## config.mk

```make
export PLATFORM = sky130hd
export DESIGN_NAME = rvx_back
export DESIGN_NICKNAME = d
export VERILOG_FILES = /design/src/rtl/rvx_pkg.sv /design/src/rtl/rvx_divider.sv /design/src/rtl/rvx_back.sv
export VERILOG_INCLUDE_DIRS = /design/src /design/src/rtl
export SDC_FILE = /design/constraint.sdc
export NUM_CORES = 2
export LEC_CHECK = 0
export BUFFER_PORTS_ARGS = -buffer_cell sky130_fd_sc_hd__buf_2
export CORE_AREA = 2 2 708 358
export CTS_BUF_LIST = sky130_fd_sc_hd__clkbuf_4 sky130_fd_sc_hd__clkbuf_8
export CTS_CLUSTER_SIZE = 24
export DETAILED_ROUTE_END_ITERATION = 7
export DIE_AREA = 0 0 710 360
export PLACE_DENSITY = 0.46
export SLEW_MARGIN = 15
export SYNTH_ARGS = -nofsm -noshare
export SYNTH_HDL_FRONTEND = slang
export SYNTH_HIERARCHICAL = 1
export SYNTH_SLANG_ARGS = --single-unit
```

## constraint.sdc

```tcl
create_clock -name clk -period 15 [get_ports clk]
set_input_delay 2.25 -clock clk [delete_from_list [all_inputs] [get_ports clk]]
set_output_delay 2.25 -clock clk [all_outputs]
set_load 0.03 [all_outputs]
```

## src/rtl/rv32em_r_type_execute_core_macros.svh

```systemverilog
// assertion helpers for the execute core
`ifndef RV32EM_R_TYPE_EXECUTE_CORE_MACROS_SVH
`define RV32EM_R_TYPE_EXECUTE_CORE_MACROS_SVH
`define RX_ASSERT_IMP(label, clk, rst, a, c) \
  label: assert property (@(posedge clk) disable iff (rst) (a) |-> (c)) \
    else $error("%s failed", "label");
`define RX_ASSERT_NXT(label, clk, rst, a, c) \
  label: assert property (@(posedge clk) disable iff (rst) (a) |=> (c)) \
    else $error("%s failed", "label");
`endif

```

## src/rtl/rvx_pkg.sv

```systemverilog
package rvx_pkg;
  typedef struct packed {
    logic [2:0] func;
    logic [6:0] group_code;
    logic [4:0] dest_index;
    logic [4:0] src1_index;
    logic [4:0] src2_index;
  } in_item_t;

  typedef struct packed {
    logic        illegal;
    logic        dest_written;
    logic [31:0] write_value;
    logic [31:0] pc_after;
  } out_item_t;

  typedef enum logic [2:0] {
    CLS_ALU = 3'b001,
    CLS_MUL = 3'b010,
    CLS_DIV = 3'b100
  } op_class_t;

  localparam logic [6:0] F7_BASE = 7'd0;
  localparam logic [6:0] F7_ALT  = 7'd32;
  localparam logic [6:0] F7_MULD = 7'd1;

  localparam logic [2:0] F3_ADD  = 3'd0;
  localparam logic [2:0] F3_SLL  = 3'd1;
  localparam logic [2:0] F3_SLT  = 3'd2;
  localparam logic [2:0] F3_SLTU = 3'd3;
  localparam logic [2:0] F3_XOR  = 3'd4;
  localparam logic [2:0] F3_SRL  = 3'd5;
  localparam logic [2:0] F3_OR   = 3'd6;
  localparam logic [2:0] F3_AND  = 3'd7;
  localparam logic [2:0] F3_MUL    = 3'd0;
  localparam logic [2:0] F3_MULH   = 3'd1;
  localparam logic [2:0] F3_MULHSU = 3'd2;
  localparam logic [2:0] F3_MULHU  = 3'd3;
  localparam logic [2:0] F3_DIV    = 3'd4;
  localparam logic [2:0] F3_DIVU   = 3'd5;
  localparam logic [2:0] F3_REM    = 3'd6;

  // classified instruction carried through the queue
  typedef struct packed {
    logic       illegal;
    op_class_t  cls;
    logic       alt;
    logic [2:0] func;
    logic [4:0] rd;
    logic [4:0] rs1;
    logic [4:0] rs2;
  } dec_item_t;
endpackage

```

## src/rtl/rvx_divider.sv

```systemverilog
module rvx_divider (
  input  logic        clk,
  input  logic        rst,
  input  logic        start,
  input  logic [31:0] dividend,
  input  logic [31:0] divisor,
  output logic        busy,
  output logic        done,
  output logic [31:0] quotient,
  output logic [31:0] remainder
);
  logic [31:0] q, r, d;
  logic [5:0]  steps;
  logic [32:0] trial;

  assign trial = {r[31:0], q[31]} - {1'b0, d};

  always_ff @(posedge clk) begin
    if (start) begin
      q <= dividend;
      r <= 32'd0;
      d <= divisor;
    end else if (busy) begin
      // one restoring step per cycle
      if (!trial[32] || r[31]) begin
        r <= trial[31:0];
        q <= {q[30:0], 1'b1};
      end else begin
        r <= {r[30:0], q[31]};
        q <= {q[30:0], 1'b0};
      end
    end
  end

  always_ff @(posedge clk) begin
    if (rst) begin
      steps <= 6'd0;
      done  <= 1'b0;
    end else begin
      done <= busy && (steps == 6'd1);
      if (start) steps <= 6'd32;
      else if (busy) steps <= steps - 6'd1;
    end
  end

  assign busy      = (steps != 6'd0);
  assign quotient  = q;
  assign remainder = r;
endmodule

```

## src/rtl/rvx_back.sv

```systemverilog
module rvx_back #(
  parameter int REG_COUNT = 16
) (
  input  logic               clk,
  input  logic               rst,
  input  logic               q_valid,
  output logic               q_ready,
  input  rvx_pkg::dec_item_t q_data,
  output logic               out_valid,
  input  logic               out_ready,
  output rvx_pkg::out_item_t out_data
);
  import rvx_pkg::*;
  `include "rv32em_r_type_execute_core_macros.svh"

  localparam int IW = $clog2(REG_COUNT);

  typedef enum logic [4:0] {
    S_IDLE = 5'b00001,
    S_READ = 5'b00010,
    S_MUL  = 5'b00100,
    S_DIV  = 5'b01000,
    S_DONE = 5'b10000
  } state_t;

  state_t state, state_next;
  logic [31:0] regs [REG_COUNT];
  logic [REG_COUNT-1:0] reg_valid;
  dec_item_t cur;
  logic [31:0] a, b, res, pc;
  logic [65:0] product;
  logic        div_start, div_busy, div_done;
  logic [31:0] div_q, div_r, div_a, div_b;
  logic        neg_a, neg_b, div_zero;
  logic [31:0] alu_res, div_res, final_res;
  logic        a_sgn, b_sgn;
  logic        wr;
  logic        out_illegal, out_written;

  assign q_ready = (state == S_IDLE) && !out_valid;

  always_comb begin
    state_next = state;
    case (state)
      S_IDLE: if (q_valid && q_ready) state_next = S_READ;
      S_READ: begin
        if (cur.illegal) state_next = S_DONE;
        else if (cur.cls == CLS_MUL) state_next = S_MUL;
        else if (cur.cls == CLS_DIV) state_next = S_DIV;
        else state_next = S_DONE;
      end
      S_MUL: state_next = S_DONE;
      S_DIV: if (div_done) state_next = S_DONE;
      S_DONE: state_next = S_IDLE;
      default: state_next = S_IDLE;
    endcase
  end

  // operands read in the idle cycle, registered
  always_ff @(posedge clk) begin
    if (state == S_IDLE && q_valid && q_ready) begin
      cur <= q_data;
      a <= (q_data.rs1[IW-1:0] == '0 || !reg_valid[q_data.rs1[IW-1:0]]) ? 32'd0
           : regs[q_data.rs1[IW-1:0]];
      b <= (q_data.rs2[IW-1:0] == '0 || !reg_valid[q_data.rs2[IW-1:0]]) ? 32'd0
           : regs[q_data.rs2[IW-1:0]];
    end
  end

  always_comb begin
    case (cur.func)
      F3_ADD:  alu_res = cur.alt ? a - b : a + b;
      F3_SLL:  alu_res = a << b[4:0];
      F3_SLT:  alu_res = {31'd0, $signed(a) < $signed(b)};
      F3_SLTU: alu_res = {31'd0, a < b};
      F3_XOR:  alu_res = a ^ b;
      F3_SRL:  alu_res = cur.alt ? 32'($signed(a) >>> b[4:0]) : a >> b[4:0];
      F3_OR:   alu_res = a | b;
      default: alu_res = a & b;
    endcase
  end

  assign a_sgn = (cur.func == F3_MULH || cur.func == F3_MULHSU) && a[31];
  assign b_sgn = (cur.func == F3_MULH) && b[31];

  always_ff @(posedge clk) begin
    if (state == S_READ) product <= 66'($signed({a_sgn, a}) * $signed({b_sgn, b}));
  end

  assign neg_a    = !cur.func[0] && a[31];
  assign neg_b    = !cur.func[0] && b[31];
  assign div_zero = (b == 32'd0);
  assign div_a    = neg_a ? 32'd0 - a : a;
  assign div_b    = neg_b ? 32'd0 - b : b;
  assign div_start = (state == S_READ) && !cur.illegal && (cur.cls == CLS_DIV);

  rvx_divider u_div (
    .clk(clk), .rst(rst), .start(div_start), .dividend(div_a), .divisor(div_b),
    .busy(div_busy), .done(div_done), .quotient(div_q), .remainder(div_r)
  );

  always_comb begin
    if (cur.func[1]) begin
      if (div_zero) div_res = a;
      else div_res = neg_a ? 32'd0 - div_r : div_r;
    end else begin
      if (div_zero) div_res = 32'hFFFF_FFFF;
      else div_res = (neg_a != neg_b) ? 32'd0 - div_q : div_q;
    end
  end

  always_comb begin
    case (cur.cls)
      CLS_MUL: final_res = (cur.func == F3_MUL) ? product[31:0] : product[63:32];
      CLS_DIV: final_res = div_res;
      default: final_res = alu_res;
    endcase
  end

  assign wr = !cur.illegal && (cur.rd != 5'd0);

  always_ff @(posedge clk) begin
    if ((state == S_DONE) && wr) regs[cur.rd[IW-1:0]] <= final_res;
  end

  always_ff @(posedge clk) begin
    if (state == S_DONE) res <= wr ? final_res : 32'd0;
  end

  always_ff @(posedge clk) begin
    if (rst) begin
      state       <= S_IDLE;
      reg_valid   <= '0;
      pc          <= 32'd0;
      out_valid   <= 1'b0;
      out_illegal <= 1'b0;
      out_written <= 1'b0;
    end else begin
      state <= state_next;
      if (out_valid && out_ready) out_valid <= 1'b0;
      if (state == S_DONE) begin
        if (wr) reg_valid[cur.rd[IW-1:0]] <= 1'b1;
        if (!cur.illegal) pc <= pc + 32'd4;
        out_valid   <= 1'b1;
        out_illegal <= cur.illegal;
        out_written <= wr;
      end
    end
  end

  assign out_data = '{illegal: out_illegal, dest_written: out_written,
                      write_value: res, pc_after: pc};

  `RX_ASSERT_IMP(a_no_accept_busy, clk, rst, state != S_IDLE, !q_ready)
  `RX_ASSERT_NXT(a_done_valid, clk, rst, state == S_DONE, out_valid)
  `RX_ASSERT_IMP(a_div_only_in_div, clk, rst, div_busy, state == S_DIV)
endmodule

```

### Yosys cells after proc, flatten, opt, wreduce, memory -nomap -nowiden

Memory sizes are Yosys's and may differ from the RTL's. A register that Yosys moved wholly into a read port is not among the register bits.
Index checks and enable logic that the tools add are counted.

| cells by class | value |
|---|---|
| bitwise operators | 5 |
| reduce and logical (&&, ||, !) cells | 37 |
| muxes and demuxes | 34 |
| magnitude comparators | 6 |
| equality and inequality tests | 17 |
| add/sub/neg operators | 9 |
| shift operators | 3 |
| multiply operators | 1 |

Operators with widths:

| kind | count |
|---|---|
| $mux W32 | 13 |
| $pmux W32 S7 | 1 |
| $sub A1 B32 Y32 const A | 4 |
| $lt A32 B32 Y1 | 2 |
| $mul A33 B33 Y64 | 1 |
| $pmux W32 S2 | 1 |
| $sub A33 B32 Y33 | 1 |
| $add A32 B3 Y32 const B | 1 |
| $add A32 B32 Y32 | 1 |
| $and A32 B32 Y32 | 1 |
| $logic_not A32 Y1 | 1 |
| $or A32 B32 Y32 | 1 |
| $shl A32 B5 Y32 | 1 |
| $shr A32 B5 Y32 | 1 |
| $sshr A32 B5 Y32 | 1 |
| $sub A32 B32 Y32 | 1 |
| $xor A32 B32 Y32 | 1 |
| $mux W5 | 5 |
| $pmux W5 S4 | 1 |
| $or A16 B16 Y16 | 1 |
| $logic_and A1 B1 Y1 | 15 |
| $lt A4 B5 Y1 const B | 3 |
| $eq A3 B3 Y1 const B | 4 |
| $mux W6 | 2 |
| 25 further kinds | 48 |

| storage, ports and cells | value |
|---|---|
| RAM bits | 512 |
| word-level logic and storage cells | 132 |
| input bits | 27 |
| memories kept | 1 |
| bits in registers | 268 |

Memory list:

| name | words | width | rd ports | clocked after Yosys merged registers in | wr ports | RTL line | RTL |
|---|---|---|---|---|---|---|---|
| regs | 16 | 32 | 2 | 2 | 1 | rvx_back.sv:27 | `logic [31:0] regs [REG_COUNT];` |

### Longest topological paths before layout

| depth | value |
|---|---|
| word-level depth | 7 |
| gate-level depth with buffers | 33 |

### Hierarchy

Netlist, hierarchy kept.

By module, submodules not included:

| module | seq. area each (um2) | area an instance (um2) | times used | cells an instance |
|---|---|---|---|---|
| rvx_back | 21630.7 | 80900.1 | 1 | 7605 |
| rvx_divider | 2702.6 | 5846.9 | 1 | 571 |

### Worst setup path before layout

OpenSTA, ideal clock, no wires.

| timing path | value |
|---|---|
| path kind | register to register |
| from | register cur[16] in the netlist's numbering |
| to | register product[62] (data pin) |
| stages on the path, launching flop included | 31 |
| setup time | 0.263 ns |
| clock period less this slack | 9.016 ns |
| setup slack | 5.984 ns |
| arrival | 8.753 ns |
| path through | edfxtp_1 > clkbuf_1 > nor2b_1 > clkbuf_1 > buf_1 > o21ai_1 > nor2_1 > clkbuf_1 > nand2_1 > fa_1 > fa_1 > inv_1 > fa_1 > inv_1 > fa_1 > inv_1 > fa_1 > fa_1 > fa_1 > inv_1 > fa_1 > inv_1 > ha_1 > a21o_1 > a21o_1 > a21o_1 > a21o_1 > a21oi_1 > nand3_1 > a311oi_1 > xnor2_1 |

| between the ends | value |
|---|---|
| cells in the longest elaborated chain, start to end | 4 |

Ends and longest elaborated chain:

| what | RTL line | RTL |
|---|---|---|
| from (decl) | rvx_back.sv:29 | `dec_item_t cur;` |
| from (signal assigned) | rvx_back.sv:62 | `cur <= q_data;` |
| $eq A3 B1 Y1 / $eq A3 B2 Y1 (equally long branches) | rvx_back.sv:83, rvx_back.sv:84 |  |
| $logic_or A1 B1 Y1 | rvx_back.sv:83 | `assign a_sgn = (cur.func == F3_MULH \|\| cur.func == F3_MULHSU) && a[31];` |
| $logic_and A1 B1 Y1 | rvx_back.sv:83 |  |
| $mul A33 B33 Y64 (*) | rvx_back.sv:87 | `if (state == S_READ) product <= 66'($signed({a_sgn, a}) * $signed({b_sgn, b}));` |
| to (signal assigned) | rvx_back.sv:87 |  |
| to (decl) | rvx_back.sv:31 | `logic [65:0] product;` |

Every way passes the cells marked *; elsewhere a longest branch is shown, timed or not.
A chain may end at the register's enable or synchronous reset.

### Worst setup path in the final report

| timing path | value |
|---|---|
| from | register cur[16] in the netlist's numbering |
| to | register product[63] (data pin) |

Same word-level chain as after synthesis.

==> reports/metrics.yaml <==
grt_pass1_wl_um: 537000
gr-total-overflow: 0
tns_ns: 0
critPathKind: "flop to flop"
crit_family: "adder cells"
vias_per_cell: 5.84
placement_rows: 130
cts_setup_buffers: 0
cts_resized: 0
fin_skew_ns: 0.0772
cp.arrival_ns: 11.94
drt_iter0_markers: 9991
clockBufferDepth: 4
max_freq_mhz: 88.3
grt_pass1_vias: 66200
cts.sinks: 841
gp_congestion: 1.05
grt_setup_unrepaired: "false"
synth.distinct_cells: 88
cts_tree: "built"
synth-async-reset-ratio_pct: 0
synth_edf_count: 749
remaining_drc_errors: 0
antenna_found_initial: 32
relSlewSlack_pct: 3.18
ys_seq_elements: 841
clkTransAtPathRegs_ns: 0.08
critPathMaxStageDelay_ns: 1.29
crit_required_ns: 15.62
critical_path.most_common_cell: "fa_1"
synth_xor_xnor_area_share_pct: 2.66
yosysWarnings: 6
finalCritPeriodShare_pct: 75.5
hpwl_um: 288000
area_delta_synth_final_pct: 8.83
synth_compound_area_share_pct: 7.96
critical_path_buf_inv_count: 6
drive_gt1_share_pct: 13.3
htreeDepth: 4
fin_crit_ns: 11.32
final_hold_viol_count: 0
mostFrequentLayoutCells: "inv_1, fa_1, nand2_1"
setup_viol: 0
portBuffers: 90
drv_cap: 0
run_status: "finished, final reports clean"
cts-root-buf: "clkbuf_8"
synth_ff_type: "edfxtp_1"
wl_per_cell_um: 33.2
final-max-slew-violation-count: 0
syn_avg_cell_area_sq_um: 10.6
ys_seq_area_share_pct: 28.1
synth_top_family_by_area: "adder cells"
tightest_slew_ns: 1.45
end_kind: "flop"
synth.cell_area_sq_um: 86700
fillers: 24700
cts_hold_buf: 0
insertion_delay_ns: 0.91
vias: 68000
core_sq_um: 250000
synthAdderAreaFrac_pct: 31.1
first_pass_iters: 6
grt_max_degree: 70
die_w_um: 710
cts_buffers: 148
dieArea_sq_um: 256000
routed_wl_um: 386000
track_usage_pct: 30.0
ant_nets: 0
synth-simple-area-share_pct: 10.9
synthCells: 8176
num-nets-final: 9655
cp_slowest_cell: "fa_1"
cp-start-kind: "flop"
io_pins: 95
mostFrequentLayoutCell: "inv_1"
die_h_um: 360
hold_class: "flop to flop"
start_util_pct: 34.8
cp_max_fo: 42
synthMuxAreaShare_pct: 11.3
[area by class of cell]
cell class                      instances  area (sq um)  area share [%]
Timing Repair Buffer                  335          2430            2.58
Clock buffer                          196          2470            2.61
Inverter                             1356          5090            5.39
Clock inverter                         55           298           0.315
Tap cell                             3366          4210            4.46
Sequential cell                       841         24300            25.8
Multi-Input combinational cell       5470         55500            58.8
Antenna cell                           10          25.0          0.0265
[metrics by stage]
| step | instances | hold WS, ns | area [sq um] | setup slack [ns] | util [%] |
|---|---|---|---|---|---|
| finish | 11600 | 0.498 | 94400 | 3.68 | 37.8 |
| global route | 11600 | 0.518 | 94400 | 3.63 | 37.8 |
| CTS | 11600 | 0.499 | 94400 | 4.19 | 37.8 |
| global placement | 11400 | 0.461 | 91600 | 4.29 | 36.7 |
| detailed placement | 11400 | 0.485 | 91600 | 4.21 | 36.7 |
| floorplan | 8177 | 0.451 | 86800 | 5.98 | - |
[final timing paths]
path                             start                        end  slack, ns  cells after the start
max                  cur[16]$_DFFE_PP_      product[63]$_DFFE_PN_       3.68                     27
min          reg_valid[2]$_SDFFE_PP0P_  reg_valid[2]$_SDFFE_PP0P_       0.50                      2
max reg2reg          cur[16]$_DFFE_PP_      product[63]$_DFFE_PN_       3.68                     27
min reg2reg  reg_valid[2]$_SDFFE_PP0P_  reg_valid[2]$_SDFFE_PP0P_       0.50                      2
[flip-flops by register name (all words and copies together) (netlist names)]
signal and flops:
pc 30, u_div/done 1, u_div/remainder 32, out_illegal 1, a 32, product 64
out_written 1, u_div/d 32, regs 512, u_div/steps 6, state 5, cur 13
u_div/quotient 32, b 32, reg_valid 15, res 32, out_valid 1
[metal layers]
layer	global-route usage, %	vias to the layer above	part of all wire (%)
met5	0.187	-	0.16
met3	12.5	433	15
met4	4.72	16	1.7
met2	36.4	4389	36
met1	48.5	35900	47
li1	-	27200	-
[worst register-to-register path, cell delays in order, from the launching register on]
cell	delay, ns
edfxtp_1	0.41
buf_4	0.31
nor2b_1	0.25
nor2_1	0.14
nor2_1	1.01
nand3_1	0.33
fa_1	0.59
fa_1	0.50
inv_1	0.07
fa_2	0.82
inv_1	0.33
fa_1	1.30
inv_1	0.63
fa_1	0.63
fa_1	0.52
fa_1	0.50
inv_1	0.05
fa_1	0.50
inv_1	0.07
ha_1	0.35
a211oi_1	0.33
o21ai_0	0.15
nand2_1	0.09
o21ai_0	0.07
o21ba_2	0.38
o21ai_0	0.33
nor4_1	0.36
nor3_1	0.08
[cell families after synthesis]
family / Yosys count
buffers and inverters: 1866
adders and majority gates: 1476
other: 1
xor gates and xnor gates: 263
muxes: 489
DFF: 841
and+or+nand+nor: 2203
AOI/OAI and AO/OA: 1037
[cell usage after synthesis, types with 14 or more instances]
master,count,share of area [%]
mux4_2,385,10
o311ai_0,17,0.17
nand3_1,70,0.40
clkinv_1,23,0.10
or4_1,15,0.13
nor4_1,30,0.22
and3_1,27,0.19
mux2i_1,55,0.63
edfxtp_1,749,26
clkbuf_1,364,1.6
and4_1,14,0.14
nand2b_1,33,0.24
xnor2_1,187,1.9
o41ai_1,16,0.16
o21ai_0,201,1.2
nor2b_1,87,0.63
ha_1,348,5.0
a21oi_1,307,1.8
nor2_1,645,2.8
fa_1,1128,26
nor3_1,87,0.50
xor2_1,76,0.77
o21a_1,21,0.18
nand2_1,1062,4.6
inv_1,1327,5.7
o31ai_1,35,0.30
a211oi_1,57,0.49
o221ai_1,20,0.20
buf_1,128,0.55
nand4_1,33,0.24
o211ai_1,30,0.26
o22ai_1,16,0.12
a311oi_2,18,0.31
a31oi_1,55,0.40
o21bai_1,21,0.18
a21o_1,59,0.51
and2_1,33,0.24
dfxtp_1,92,2.1
mux2_2,49,0.64
or3_1,34,0.25
Power is not shown: default switching activity piles up to over one toggle a cycle in this logic, so the estimate is an artifact.
