File: src/rtl/rv32em_r_type_execute_core_macros.svh
// assertion helpers for the execute core
`ifndef RV32EM_R_TYPE_EXECUTE_CORE_MACROS_SVH
`define RV32EM_R_TYPE_EXECUTE_CORE_MACROS_SVH
`define RX_ASSERT_IMP(label, clk, rst, a, c) \
  label: assert property (@(posedge clk) disable iff (rst) (a) |-> (c)) \
    else $error("%s failed", "label");
`define RX_ASSERT_NXT(label, clk, rst, a, c) \
  label: assert property (@(posedge clk) disable iff (rst) (a) |=> (c)) \
    else $error("%s failed", "label");
`endif

File: src/rtl/rvx_pkg.sv
package rvx_pkg;
  typedef struct packed {
    logic [2:0] func;
    logic [6:0] group_code;
    logic [4:0] dest_index;
    logic [4:0] src1_index;
    logic [4:0] src2_index;
  } in_item_t;

  typedef struct packed {
    logic        illegal;
    logic        dest_written;
    logic [31:0] write_value;
    logic [31:0] pc_after;
  } out_item_t;

  typedef enum logic [2:0] {
    CLS_ALU = 3'b001,
    CLS_MUL = 3'b010,
    CLS_DIV = 3'b100
  } op_class_t;

  localparam logic [6:0] F7_BASE = 7'd0;
  localparam logic [6:0] F7_ALT  = 7'd32;
  localparam logic [6:0] F7_MULD = 7'd1;

  localparam logic [2:0] F3_ADD  = 3'd0;
  localparam logic [2:0] F3_SLL  = 3'd1;
  localparam logic [2:0] F3_SLT  = 3'd2;
  localparam logic [2:0] F3_SLTU = 3'd3;
  localparam logic [2:0] F3_XOR  = 3'd4;
  localparam logic [2:0] F3_SRL  = 3'd5;
  localparam logic [2:0] F3_OR   = 3'd6;
  localparam logic [2:0] F3_AND  = 3'd7;
  localparam logic [2:0] F3_MUL    = 3'd0;
  localparam logic [2:0] F3_MULH   = 3'd1;
  localparam logic [2:0] F3_MULHSU = 3'd2;
  localparam logic [2:0] F3_MULHU  = 3'd3;
  localparam logic [2:0] F3_DIV    = 3'd4;
  localparam logic [2:0] F3_DIVU   = 3'd5;
  localparam logic [2:0] F3_REM    = 3'd6;

  // classified instruction carried through the queue
  typedef struct packed {
    logic       illegal;
    op_class_t  cls;
    logic       alt;
    logic [2:0] func;
    logic [4:0] rd;
    logic [4:0] rs1;
    logic [4:0] rs2;
  } dec_item_t;
endpackage

File: src/rtl/rvx_front.sv
module rvx_front #(
  parameter int REG_COUNT = 16
) (
  input  logic              clk,
  input  logic              rst,
  input  logic              in_valid,
  output logic              in_ready,
  input  rvx_pkg::in_item_t in_data,
  output logic              q_valid,
  input  logic              q_ready,
  output rvx_pkg::dec_item_t q_data
);
  import rvx_pkg::*;

  localparam int DEPTH = 2;

  dec_item_t  slots [DEPTH];
  logic       wr_ptr, rd_ptr;
  logic [1:0] count;
  dec_item_t  dec;
  logic       range_bad, enc_bad;
  logic       push, pop;

  always_comb begin
    range_bad = (32'(in_data.dest_index) >= 32'(REG_COUNT)) ||
                (32'(in_data.src1_index) >= 32'(REG_COUNT)) ||
                (32'(in_data.src2_index) >= 32'(REG_COUNT));
    enc_bad = 1'b0;
    dec.cls = CLS_ALU;
    dec.alt = 1'b0;
    case (in_data.group_code)
      F7_BASE: dec.cls = CLS_ALU;
      F7_ALT: begin
        dec.alt = 1'b1;
        enc_bad = (in_data.func != F3_ADD) && (in_data.func != F3_SRL);
      end
      F7_MULD: dec.cls = in_data.func[2] ? CLS_DIV : CLS_MUL;
      default: enc_bad = 1'b1;
    endcase
    dec.illegal = range_bad || enc_bad;
    dec.func = in_data.func;
    dec.rd   = in_data.dest_index;
    dec.rs1  = in_data.src1_index;
    dec.rs2  = in_data.src2_index;
  end

  assign in_ready = (count != 2'(DEPTH));
  assign q_valid  = (count != 2'd0);
  assign push     = in_valid && in_ready;
  assign pop      = q_valid && q_ready;
  assign q_data   = slots[rd_ptr];

  always_ff @(posedge clk) begin
    if (push) slots[wr_ptr] <= dec;
  end

  always_ff @(posedge clk) begin
    if (rst) begin
      wr_ptr <= 1'b0;
      rd_ptr <= 1'b0;
      count  <= 2'd0;
    end else begin
      if (push) wr_ptr <= ~wr_ptr;
      if (pop) rd_ptr <= ~rd_ptr;
      count <= count + 2'(push) - 2'(pop);
    end
  end
endmodule

File: config.mk
export PLATFORM = sky130hd
export DESIGN_NAME = rvx_front
export DESIGN_NICKNAME = d
export VERILOG_FILES = /design/src/rtl/rv32em_r_type_execute_core_macros.svh /design/src/rtl/rvx_pkg.sv /design/src/rtl/rvx_front.sv
export SDC_FILE = /design/constraint.sdc
export NUM_CORES = 1
export LEC_CHECK = 0
export BUFFER_PORTS_ARGS = -buffer_cell sky130_fd_sc_hd__buf_2
export CAP_MARGIN = 30
export CORE_ASPECT_RATIO = 1.1
export CORE_MARGIN = 10
export CORE_UTILIZATION = 55
export CTS_CLUSTER_DIAMETER = 60
export DETAILED_ROUTE_END_ITERATION = 7
export PLACE_DENSITY = 0.83
export SYNTH_ARGS = -nofsm -noshare
export SYNTH_HDL_FRONTEND = slang
export SYNTH_SLANG_ARGS = --single-unit
export TNS_END_PERCENT = 5
File: constraint.sdc
create_clock -name clk -period 2.75 [get_ports clk]
set_clock_uncertainty 0.05 [all_clocks]
set_input_delay 0.55 -clock clk [delete_from_list [all_inputs] [get_ports clk]]
set_output_delay 0.55 -clock clk [all_outputs]
set_load 0.02 [all_outputs]
After elaboration in Yosys (flattened, before gate mapping)
Memories as Yosys holds them, arrays and structs flattened. A register that Yosys moved wholly into a read port is not among the register bits.
Index checks and enable logic that the tools add are counted.
{"block": "word_totals", "reg_bits": 4, "latch_bits": 0, "ram_bits": 46, "rom_bits": 0, "inputBits": 29, "out_inout_bits": 25, "elab_cells": 33, "memories": 1}
{"name": "slots", "depth": 2, "width": 23, "read_ports": 1, "rd_clocked_by_memory_dff": 1, "write_ports": 1, "line_no": "rvx_front.sv:17", "text": "dec_item_t slots [DEPTH];"}
{"block": "classes", "add_sub_neg": 2, "n_mul": 0, "div": 0, "magnitude_cmp": 3, "n_eq_ne": 4, "shifts": 0, "muxes": 8, "bitwise": 2, "n_reduce_logical": 10}
{"op": "$ge 5x5->1 const B", "count": 3}
{"op": "$eq 7x1->1 const B", "count": 1}
{"op": "$eq 7x6->1 const B", "count": 1}
{"op": "$logic_not 7->1", "count": 1}
{"op": "$mux 3", "count": 2}
{"op": "$mux 1", "count": 5}
{"op": "$logic_and 1x1->1", "count": 3}
{"op": "$logic_or 1x1->1", "count": 3}
{"op": "$ne 3x3->1 const B", "count": 1}
{"op": "$reduce_bool 3->1", "count": 1}
{"op": "$add 2x1->2", "count": 1}
{"op": "$ne 2x2->1 const B", "count": 1}
{"op": "$not 1->1", "count": 2}
{"op": "$pmux 1 s2", "count": 1}
{"op": "$reduce_bool 2->1", "count": 1}
{"op": "$reduce_or 2->1", "count": 1}
{"op": "$sub 2x1->2", "count": 1}

Depth between registers and ports, before layout
Gate-level depths: netlist of run 1.
{"block": "depth", "ltp_word": 4, "ltp_mapped": 6, "depth_no_buf": 6}

Worst setup path after synthesis of run 1
OpenSTA, ideal clock, no wires.
{"block": "synth_timing", "path_type": "input-to-reg", "startpoint": "input port in_data[18] (netlist bit)", "endpoint": "memory slots[0][19] (netlist bit) (data pin)", "setup_ns": 0.282, "arrival_ns": 1.585, "required_ns": 2.418, "slack_ns": 0.833, "cell_stages": 2, "path_buffers": 0, "path_cell_list": "or4_4 -> or4b_4"}
{"element": "start, declared", "line_no": "rvx_front.sv:8", "text": "input rvx_pkg::in_item_t in_data,"}
{"element": "end, declared", "line_no": "rvx_front.sv:17"}

==> summary.txt, run 1 <==
CTS
  – Clock Sinks: 51
  – CTS buffer count: 5
  – Clock Latency Late Sink: 0.35 ns
  – Cts hold-fix bufs: 0
  – CTS tree: done
  – H-tree depth: 2
  – Setup Fix Bufs, Post-CTS: 0
  – Root buf cell: clkbuf_4
  – Post-CTS Resized: 0
  – Clock Path Buffers: 2
  – Worst-path clk slew: 0.14 ns

Detailed routing
  – Vias/cell: 5.15
  – Met2 routed WL: 2130 um
  – WL met3: 188 um
  – First-pass DRT Iterations: 4
  – Post-DRT Antenna Nets: 0
  – WL final: 3810 um
  – Vias post-DR: 1134
  – Routed len/inst: 17.3 um
  – WL met1: 1460 um
  – DRC: 0
  – Top layer in use: met4
  – Number of DRC markers in iteration 0: 42

Floorplan
  – Cell row count: 22
  – # IOs: 54
  – Die H: 83.0 um
  – Die width: 77.3 um
  – Core area: 3410 um^2
  – Starting Density: 0.582
  – Die area: 6420 um^2

Logic synthesis
  – Post-synthesis xor/xnor area fraction: 0.00882
  – Async SR Flop Fraction: 0
  – EDFF count, synth: 46
  – Largest area contributor in the netlist: edfxtp_1
  – Mux cell area share after synthesis: 0.136
  – Compound-gate portion of the synthesized area: 0.0315
  – Largest family of logic cells by synthesized area: multiplexers
  – Post-synth top area share: 0.695
  – Mapped Avg Cell Area: 18.1 um^2
  – Synthesized area: 1990 um^2
  – Netlist cell types: 27
  – Top FF cell, synth: edfxtp_1
  – Synth Area in Adders: 0.00630
  – Synth Instances: 110
  – Synth warn: 0
  – #FFs+latches synth: 51
  – Dominant cells by area after synthesis: edfxtp_1 70%, mux2_1 11%, dfxtp_1 5.0%
  – Post-synthesis simple-gate area fraction: 0.0642
  – Syn Nets: 140
  – Post-synthesis sequential area ratio: 0.746

Placement
  – PortBufs: 53
  – Placed inst area: 2340 um^2
  – HPWL Detailed: 2920 um
  – GP Congestion: 0.695

GRT
  – Initial antenna violation count: 0
  – Vias in the first global route: 1255
  – First-pass GRT wire length: 6040 um
  – Remaining Overflow, GRT: 0
  – Total Routing Usage GR: 0.119
  – Largest net degree at the start of global routing: 24

Timing
  – Slew Viols, Final: 0
  – Final-report setup violation count: 0
  – Hold slack: 0.317 ns
  – Sum Neg Setup Slack: 0 ns
  – Fmax: 0.427 GHz
  – RSZ-0062 raised after global routing: no
  – Fin. Hold Viols: 0
  – Fin crit share: 0.852
  – Slew @ Worst Pin: 0.519 ns
  – Fin crit period: 2.34 ns
  – Max_slew headroom: 0.654

Layout
  – Final nets: 201
  – Fillers: 263
  – Most frequent cells in the layout: 53 x buf_2, 46 x edfxtp_1, 20 x mux2_1
  – Most common cell after layout, fill and taps aside: buf_2
  – Antenna Cells: 0
  – Design Area, Final: 2400 um^2
  – Layout cell share with drive strength beyond 1: 0.424
  – Synthesis-to-finish area growth: 20.8%

Worst setup path
  – Critical-path top delay cell: dfxtp_1
  – Worst reg2reg path depth: 6
  – Critical path required time: 2.15 ns
  – Worst-path cell chain: buf_12 > mux2_1 > buf_2
  – Flop2flop setup slack: 1.17 ns
  – Buffers & Inverters on Critical Path: 2
  – Arrival time at the worst endpoint: 1.74 ns
  – Setup Crit Path Kind: flip-flop to primary output
  – Startpoint Class: flip-flop
  – CP delay by family, top: flip-flops
  – Worst-path maximum fanout: 14
  – Slowest stage delay, CP: 0.67 ns
  – RR Startpoint: count[1]$_SDFF_PP0_
  – Critical Path End Type: primary output
  – Reg2reg end: count[1]$_SDFF_PP0_
  – CP Capture Point: q_data[19]
  – Worst path depth: 3

Run
  – Maxcap violations: 0

Power and ir drop
  – Cell Pwr Density: 748 nW/um^2
  – Leak: 0.903 nW
  – Worst vdd rail ir drop: 0.495 mV

Min path
  – Hold crit path type: primary input to flip-flop

Status
  – Status: complete, no violations
-- how the worst min path moves through the flow --
stage | start | to | slack [ns] | cells past startpoint
floorplan | rd_ptr$_SDFFE_PP0P_ | flip-flop | 0.42 | 2
global placement | rd_ptr$_SDFFE_PP0P_ | rd_ptr$_SDFFE_PP0P_ | 0.44 | 2
detailed placement | rd_ptr$_SDFFE_PP0P_ | rd_ptr$_SDFFE_PP0P_ | 0.46 | 2
CTS | in_data[12] | slots[0][12]$_DFFE_PP_ | 0.30 | 1
global route | in_data[11] | slots[1][11]$_DFFE_PP_ | 0.29 | 1
finish | in_data[12] | slots[1][12]$_DFFE_PP_ | 0.32 | 1
-- routing by layer --
layer / track usage / vias up
met5: 0 / -
met2: 0.218 / 30
li1: - / 551
met1: 0.120 / 551
met4: 0.0495 / 0
met3: 0.0366 / 2
-- stage by stage --
stage | total power [mW] | instances | util | worst slack (ns)
after detailed placement | 1.49 | 212 | 0.685 | 0.701
after floorplan | 1.30 | 110 | - | 0.833
after global placement | 1.46 | 212 | 0.685 | 0.719
final | 1.79 | 220 | 0.703 | 0.406
after CTS | 1.81 | 220 | 0.703 | 0.365
after global routing | 1.89 | 220 | 0.703 | 0.268
-- power breakdown --
group / internal, mW / switching, mW / leakage, nW
Combinational: 0.197 / 0.276 / 0.404
Sequential: 0.936 / 0.0496 / 0.464
Clock: 0.124 / 0.211 / 0.0353
-- logic make-up (layout without fill, tap and decap cells) --
logic type,count (synthesis),count (layout)
and+or+nand+nor,20,20
DFF,51,51
adders and majority gates,1,1
buffers and inverters,4,66
AOI/OAI and AO/OA,8,8
xor gates and xnor gates,2,2
muxes,24,24
-- worst reg2reg max path, cell delays in order, from the launching register on --
cell and delay [ns]:
dfxtp_1 0.46, nor2b_1 0.09, a211oi_1 0.21, nor2_1 0.09
ha_1 0.20, nor2b_1 0.13, mux2_2 0.26
-- cell usage after synthesis (2+ instances only) --
cell,number
a21bo_2,2
buf_1,2
dfxtp_1,5
edfxtp_1,46
inv_1,2
mux2_1,20
mux2_2,4
nor2_1,5
nor2_2,2
nor2b_1,3
or3_1,2
xor2_1,2
-- layout make-up --
cell class                 count  area [um^2]  area share
clock buffer                   7         55.1      0.0229
clock inverter                 1         5.00     0.00209
inverter                       2         7.51     0.00313
multi-input combinational     55          490       0.204
sequential                    51         1480       0.617
tap                           48         60.1      0.0250
timing repair buffer          56          300       0.125
-- registers in the layout, summed over array words and instances (netlist names), named ones only --
| signal | count |
|---|---|
| rd_ptr | 1 |
| count | 2 |
| wr_ptr | 1 |
| slots | 46 |
Power figures use the tool's default switching activity.
==> run 2, diff against run 1 <==
Settings changed: ABC_AREA set to 1, CORE_UTILIZATION 55 to 45, PLACE_DENSITY 0.83 to 0.7.
==> summary.txt, run 2 <==
CTS
  – Worst-path clk slew: 0.09 ns (-0.05 ns)
  – Cts hold-fix bufs: 0 (unchanged)
  – Setup Fix Bufs, Post-CTS: 0 (unchanged)
  – Root buf cell: clkbuf_8
  – CTS tree: done
  – Clock Latency Late Sink: 0.30 ns (-0.05 ns)
  – Clock Sinks: 51 (unchanged)
  – Post-CTS Resized: 0 (unchanged)
  – CTS buffer count: 5 (unchanged)
  – Clock Path Buffers: 2 (unchanged)
  – H-tree depth: 2 (unchanged)

Detailed routing
  – First-pass DRT Iterations: 4 (unchanged)
  – Routed len/inst: 15.6 um (-9.7%)
  – Post-DRT Antenna Nets: 0 (unchanged)
  – Number of DRC markers in iteration 0: 81 (+93%)
  – Vias post-DR: 1181 (+4.1%)
  – WL final: 3850 um (+1.0%)
  – Vias/cell: 4.80 (-6.9%)
  – DRC: 0 (unchanged)

Timing
  – Fmax: 0.509 GHz (+19%)
  – PnR worst setup slack: 0.787 ns (+0.381 ns)
  – Fin crit period: 1.96 ns (-0.381 ns)
  – Hold slack: 0.382 ns (+0.0642 ns)
  – Slew @ Worst Pin: 0.238 ns (-0.280 ns)
  – Fin crit share: 0.714 (-0.139)
  – Slew Viols, Final: 0 (unchanged)
  – Fin. Hold Viols: 0 (unchanged)
  – Max_slew headroom: 0.840 (+0.186)
  – RSZ-0062 raised after global routing: no
  – Sum Neg Setup Slack: 0 ns (unchanged)
  – Final-report setup violation count: 0 (unchanged)

Layout
  – Final nets: 221 (+10%)
  – Most common cell after layout, fill and taps aside: buf_2
  – Area occupied by multi-input gates: 457 um^2 (-6.9%)
  – Fin util: 0.570 (-0.133)
  – Largest regs: slots (46), count (2)
  – Fillers: 337 (+28%)
  – Synthesis-to-finish area growth: 22.1%
  – Layout cell share with drive strength beyond 1: 0.484 (+0.0600)
  – Most flop-heavy register: slots
  – Reg area: 1480 um^2 (unchanged)
  – Max reg flops: 46 (unchanged)
  – Design Area, Final: 2440 um^2 (+1.7%)
  – Fin cells: 246 (+12%)
  – Antenna Cells: 0 (unchanged)
  – Most frequent cells in the layout: 53 x buf_2, 46 x edfxtp_1, 23 x mux2_2, 15 x nor2_1, 11 x inv_1

Placement
  – PortBufs: 53 (unchanged)
  – GP Congestion: 0.679 (-2.3%)
  – HPWL Detailed: 2900 um (-0.62%)
  – Placed Instances: 238 (+12%)
  – Dpl ws: 1.11 ns (+0.408 ns)
  – Placed inst area: 2360 um^2 (+0.75%)

Floorplan
  – # IOs: 54 (unchanged)
  – Core area: 4290 um^2 (+26%)
  – Die H: 89.9 um (+8.3%)
  – Cell row count: 25 (+14%)
  – Starting Density: 0.467 (-0.116)
  – Die area: 7510 um^2 (+17%)
  – Die width: 83.6 um (+8.1%)

Logic synthesis
  – EDFF count, synth: 46 (unchanged)
  – Syn Nets: 157 (+12%)
  – #FFs+latches synth: 51 (unchanged)
  – Post-synthesis sequential area ratio: 0.741 (-0.00467)
  – Dominant cells by area after synthesis: edfxtp_1 69%, mux2_2 13%, dfxtp_1 5.0%
  – Synthesized area: 2000 um^2 (+0.63%)
  – Post-synth top area share: 0.691 (-0.00435)
  – Mapped Avg Cell Area: 15.7 um^2 (-13%)
  – Netlist cell types: 18 (-33%)
  – Synth warn: 0 (unchanged)
  – Synth Instances: 127 (+15%)
  – Most common cell in the netlist: edfxtp_1
  – Largest area contributor in the netlist: edfxtp_1
  – Top FF cell, synth: edfxtp_1
  – Async SR Flop Fraction: 0 (unchanged)
  – Commonest cells post-synth: 46 x edfxtp_1, 23 x mux2_2, 16 x nor2_1

Worst setup path
  – Critical Path End Type: primary output
  – Startpoint Class: flip-flop
  – Arrival time at the worst endpoint: 1.36 ns (-0.38 ns)
  – Worst-path maximum fanout: 12 (-2)
  – Critical path required time: 2.15 ns (about the same)
  – Worst reg2reg path depth: 10 (+4)
  – Setup Crit Path Kind: flip-flop to primary output

GRT
  – Initial antenna violation count: 0 (unchanged)
  – First-pass GRT wire length: 6350 um (+5.2%)
  – Largest net degree at the start of global routing: 16 (-33%)
  – Vias in the first global route: 1312 (+4.5%)
  – Remaining Overflow, GRT: 0 (unchanged)
  – Total Routing Usage GR: 0.105 (-0.0138)

Power and ir drop
  – Total chip power: 2.10 mW (+17%)
  – Leak: 0.944 nW (+4.4%)
  – Worst vdd rail ir drop: 0.553 mV (+12%)
  – Cell Pwr Density: 861 nW/um^2 (+15%)

Run
  – Maxcap violations: 0 (unchanged)

Min path
  – WHS Path Cells: 1 (unchanged)
  – Hold crit path type: primary input to flip-flop

Status
  – Status: complete, no violations
run 2: logic make-up after synthesis:
kind of cell,after synthesis,synth area share
xor+xnor,2,0.00876
simple gates,34,0.0751
buf+inv,13,0.0319
fa+ha+maj,1,0.00626
flops,51,0.741
compound gates,3,0.00751
mux,23,0.130
run 2: cell type report:
| class | instances | area share |
|---|---|---|
| sequential | 51 | 0.607 |
| multi-input combinational | 63 | 0.187 |
| timing repair buffer | 59 | 0.127 |
| clock buffer | 5 | 0.0282 |
| tap | 54 | 0.0277 |
| inverter | 11 | 0.0169 |
| clock inverter | 3 | 0.00615 |
run 2: per-layer routing:
layer,vias up,routed length [um],GRT usage
met4,0,59,0.0377
met1,568,1480,0.111
li1,576,-,-
met3,5,211,0.0406
met2,32,2090,0.185
met5,-,0,0
run 2: power by group:
group,internal [mW],switching (mW)
clock network,0.173,0.233
logic,0.267,0.410
registers,0.978,0.0399
total,1.42,0.683
run 2: path summary, 6_finish.rpt:
check / start / end / slack [ns]
min reg2reg: rd_ptr$_SDFFE_PP0P_ / rd_ptr$_SDFFE_PP0P_ / 0.47
max: flip-flop / q_data[18] / 0.79
min: in_data[2] / slots[1][2]$_DFFE_PP_ / 0.38
max reg2reg: count[1]$_SDFF_PP0_ / count[1]$_SDFF_PP0_ / 1.28
run 2: worst max-delay path: stages, from the launching register on:
cell and delay (ns):
dfxtp_1 0.33, buf_4 0.20, mux2_2 0.37, buf_2 0.16
==> run 3, diff against run 2 <==
Settings changed: PLACE_DENSITY 0.7 to 0.73.
Clock period 2.75 ns to 1.62 ns, I/O delays scaled along.
==> summary.txt, run 3 (synthesized netlist as in run 2, its figures left out) <==
CTS
  – Clock Latency Late Sink: 0.29 ns (about the same)
  – Clock Sinks: 51 (unchanged)
  – Worst-path clk slew: 0.08 ns (about the same)
  – Cts hold-fix bufs: 0 (unchanged)
  – H-tree depth: 2 (unchanged)
  – CTS tree: done
  – Root buf cell: clkbuf_8
  – Setup Fix Bufs, Post-CTS: 0 (unchanged)
  – CTS buffer count: 5 (unchanged)
  – Clock Path Buffers: 2 (unchanged)

Min path
  – Hold endpoint: count[0]$_SDFF_PP0_
  – Hold crit path type: primary input to flip-flop
  – WHS Path Cells: 2 (+1)
  – Hold_sp: rst

Timing
  – PnR worst setup slack: -0.0771 ns (-0.864 ns)
  – Slew Viols, Final: 0 (unchanged)
  – Slew @ Worst Pin: 0.232 ns (-0.00592 ns)
  – Fin. Hold Viols: 0 (unchanged)
  – Hold slack: 0.155 ns (-0.226 ns)
  – Fin crit period: 1.70 ns
  – Fin crit share: 1.05
  – Max_slew headroom: 0.844 (+0.00443)
  – RSZ-0062 raised after global routing: yes
  – Fmax: 0.589 GHz
  – Sum Neg Setup Slack: -1.40 ns (-1.40 ns)
  – Final-report setup violation count: 23 (+23)

Worst setup path
  – Worst reg2reg path depth: 9 (-1)
  – Critical path required time: 1.25 ns (-0.90 ns)
  – Setup Crit Path Kind: flip-flop to primary output
  – Worst-path cell chain: clkbuf_16 > mux2_4 > buf_6
  – Arrival time at the worst endpoint: 1.32 ns (-0.04 ns)
  – Slowest stage delay, CP: 0.42 ns (+0.05 ns)
  – Startpoint Class: flip-flop
  – Critical Path End Type: primary output
  – Critical-path top delay cell: dfxtp_4
  – Reg2reg end: count[1]$_SDFF_PP0_
  – Flop2flop setup slack: 0.03 ns (-1.25 ns)
  – Worst-path maximum fanout: 5 (-7)
  – RR Startpoint: count[1]$_SDFF_PP0_

Detailed routing
  – Number of DRC markers in iteration 0: 26 (-68%)
  – DRC: 0 (unchanged)
  – WL final: 4210 um (+9.3%)
  – Routed len/inst: 17.1 um (+9.3%)
  – Vias/cell: 4.85 (+1.0%)
  – First-pass DRT Iterations: 4 (unchanged)
  – Vias post-DR: 1193 (+1.0%)
  – Post-DRT Antenna Nets: 0 (unchanged)

Floorplan
  – Cell row count: 25 (unchanged)
  – Starting Density: 0.467 (unchanged)
  – Core area: 4290 um^2 (unchanged)
  – Die width: 83.6 um (unchanged)
  – # IOs: 54 (unchanged)
  – Die area: 7510 um^2 (unchanged)
  – Die H: 89.9 um (unchanged)

GRT
  – First-pass GRT wire length: 6290 um (-0.88%)
  – Initial antenna violation count: 0 (unchanged)
  – Largest net degree at the start of global routing: 24 (+8)
  – Total Routing Usage GR: 0.105 (+0.000216)
  – Remaining Overflow, GRT: 0 (unchanged)
  – Vias in the first global route: 1318 (+0.46%)

Layout
  – Reg area: 1490 um^2 (+0.34%)
  – Largest regs: slots (46), count (2)
  – Layout cell share with drive strength beyond 1: 0.516 (+0.0313)
  – Most flop-heavy register: slots
  – Most frequent cells in the layout: 46 x edfxtp_1, 30 x buf_2, 23 x mux2_4, 23 x buf_6, 13 x nor2_1
  – Fillers: 310 (-8.0%)
  – Synthesis-to-finish area growth: 38.6%
  – Area occupied by multi-input gates: 573 um^2 (+25%)
  – Antenna Cells: 0 (unchanged)
  – Final nets: 221 (unchanged)
  – Max reg flops: 46 (unchanged)
  – Most common cell after layout, fill and taps aside: edfxtp_1

Power and ir drop
  – Leak: 1.10 nW (+17%)
  – Cell Pwr Density: 1490 nW/um^2 (+73%)
  – Worst vdd rail ir drop: 1.01 mV (+82%)

Placement
  – GP Congestion: 0.688 (+1.4%)
  – HPWL Detailed: 2860 um (-1.3%)
  – PortBufs: 53 (unchanged)

Run
  – Maxcap violations: 0 (unchanged)

Status
  – Status: finished, violations left
  – Failing checks: setup timing
[run 3: cell types whose count changed in the layout (fill, tap and decap cells not counted), moves of 3 or more]
cell    delta
buf_2     -23
buf_4      -6
buf_6     +23
buf_8      +3
mux2_2    -23
mux2_4    +23
[run 3: how the worst max path moves through the flow]
stage                             to  slack, ns  cells after the start
3_3_place_gp              q_data[22]       0.19                      3
2_1_floorplan  slots[1][0]$_DFFE_PP_       0.14                      4
6_report                  q_data[15]      -0.08                      3
5_1_grt                   q_data[10]      -0.12                      3
3_5_place_dp     count[1]$_SDFF_PP0_       0.03                     10
4_1_cts                   q_data[18]      -0.09                      3
[run 3: metal layers]
layer	wire length, um	vias up	share of wire	track usage
met4	61	0	0.015	0.0405
met1	1640	573	0.39	0.105
met3	185	7	0.044	0.0379
met2	2320	32	0.55	0.193
li1	-	581	-	-
met5	0	-	0	0
[run 3: area by class of cell]
class	instances	area share
multi-input cells	63	0.207
clock inverters	3	0.00542
inverters	11	0.0149
well taps	54	0.0244
clock buffers	5	0.0248
repair buffers	59	0.187
flip-flops and latches	51	0.536
[run 3: power by group]
part	switching, mW	internal, mW	total, mW	leakage [nW]
Combinational	0.825	0.859	1.68	0.602
Sequential	0.103	1.67	1.77	0.463
Clock	0.387	0.294	0.680	0.0392
Total	1.32	2.82	4.14	1.10
[run 3: critical path, delay by kind of cell, from the launching register on]
family | cells | cell delay [ns]
multiplexers | 1 | 0.30
flip-flops | 1 | 0.42
buffers and inverters | 2 | 0.30
[run 3: timing repair]
item                       CTS  global route
resized for setup            8            77
setup endpoints to repair   23            24
cloned                       1             1
[run 3: stage by stage]
| stage | power [mW] | instance area [um^2] | std cells | worst slack [ns] | util |
|---|---|---|---|---|---|
| final | 4.14 | 2770 | 246 | -0.0771 | 0.647 |
| after global routing | 4.35 | 2770 | 246 | -0.116 | 0.647 |
| after CTS | 3.70 | 2490 | 245 | -0.0889 | 0.581 |
| after detailed placement | 2.97 | 2380 | 236 | 0.0323 | 0.555 |
| after global placement | 2.91 | 2380 | 236 | 0.192 | 0.555 |
| after floorplan | 2.56 | 2010 | 127 | 0.144 | - |
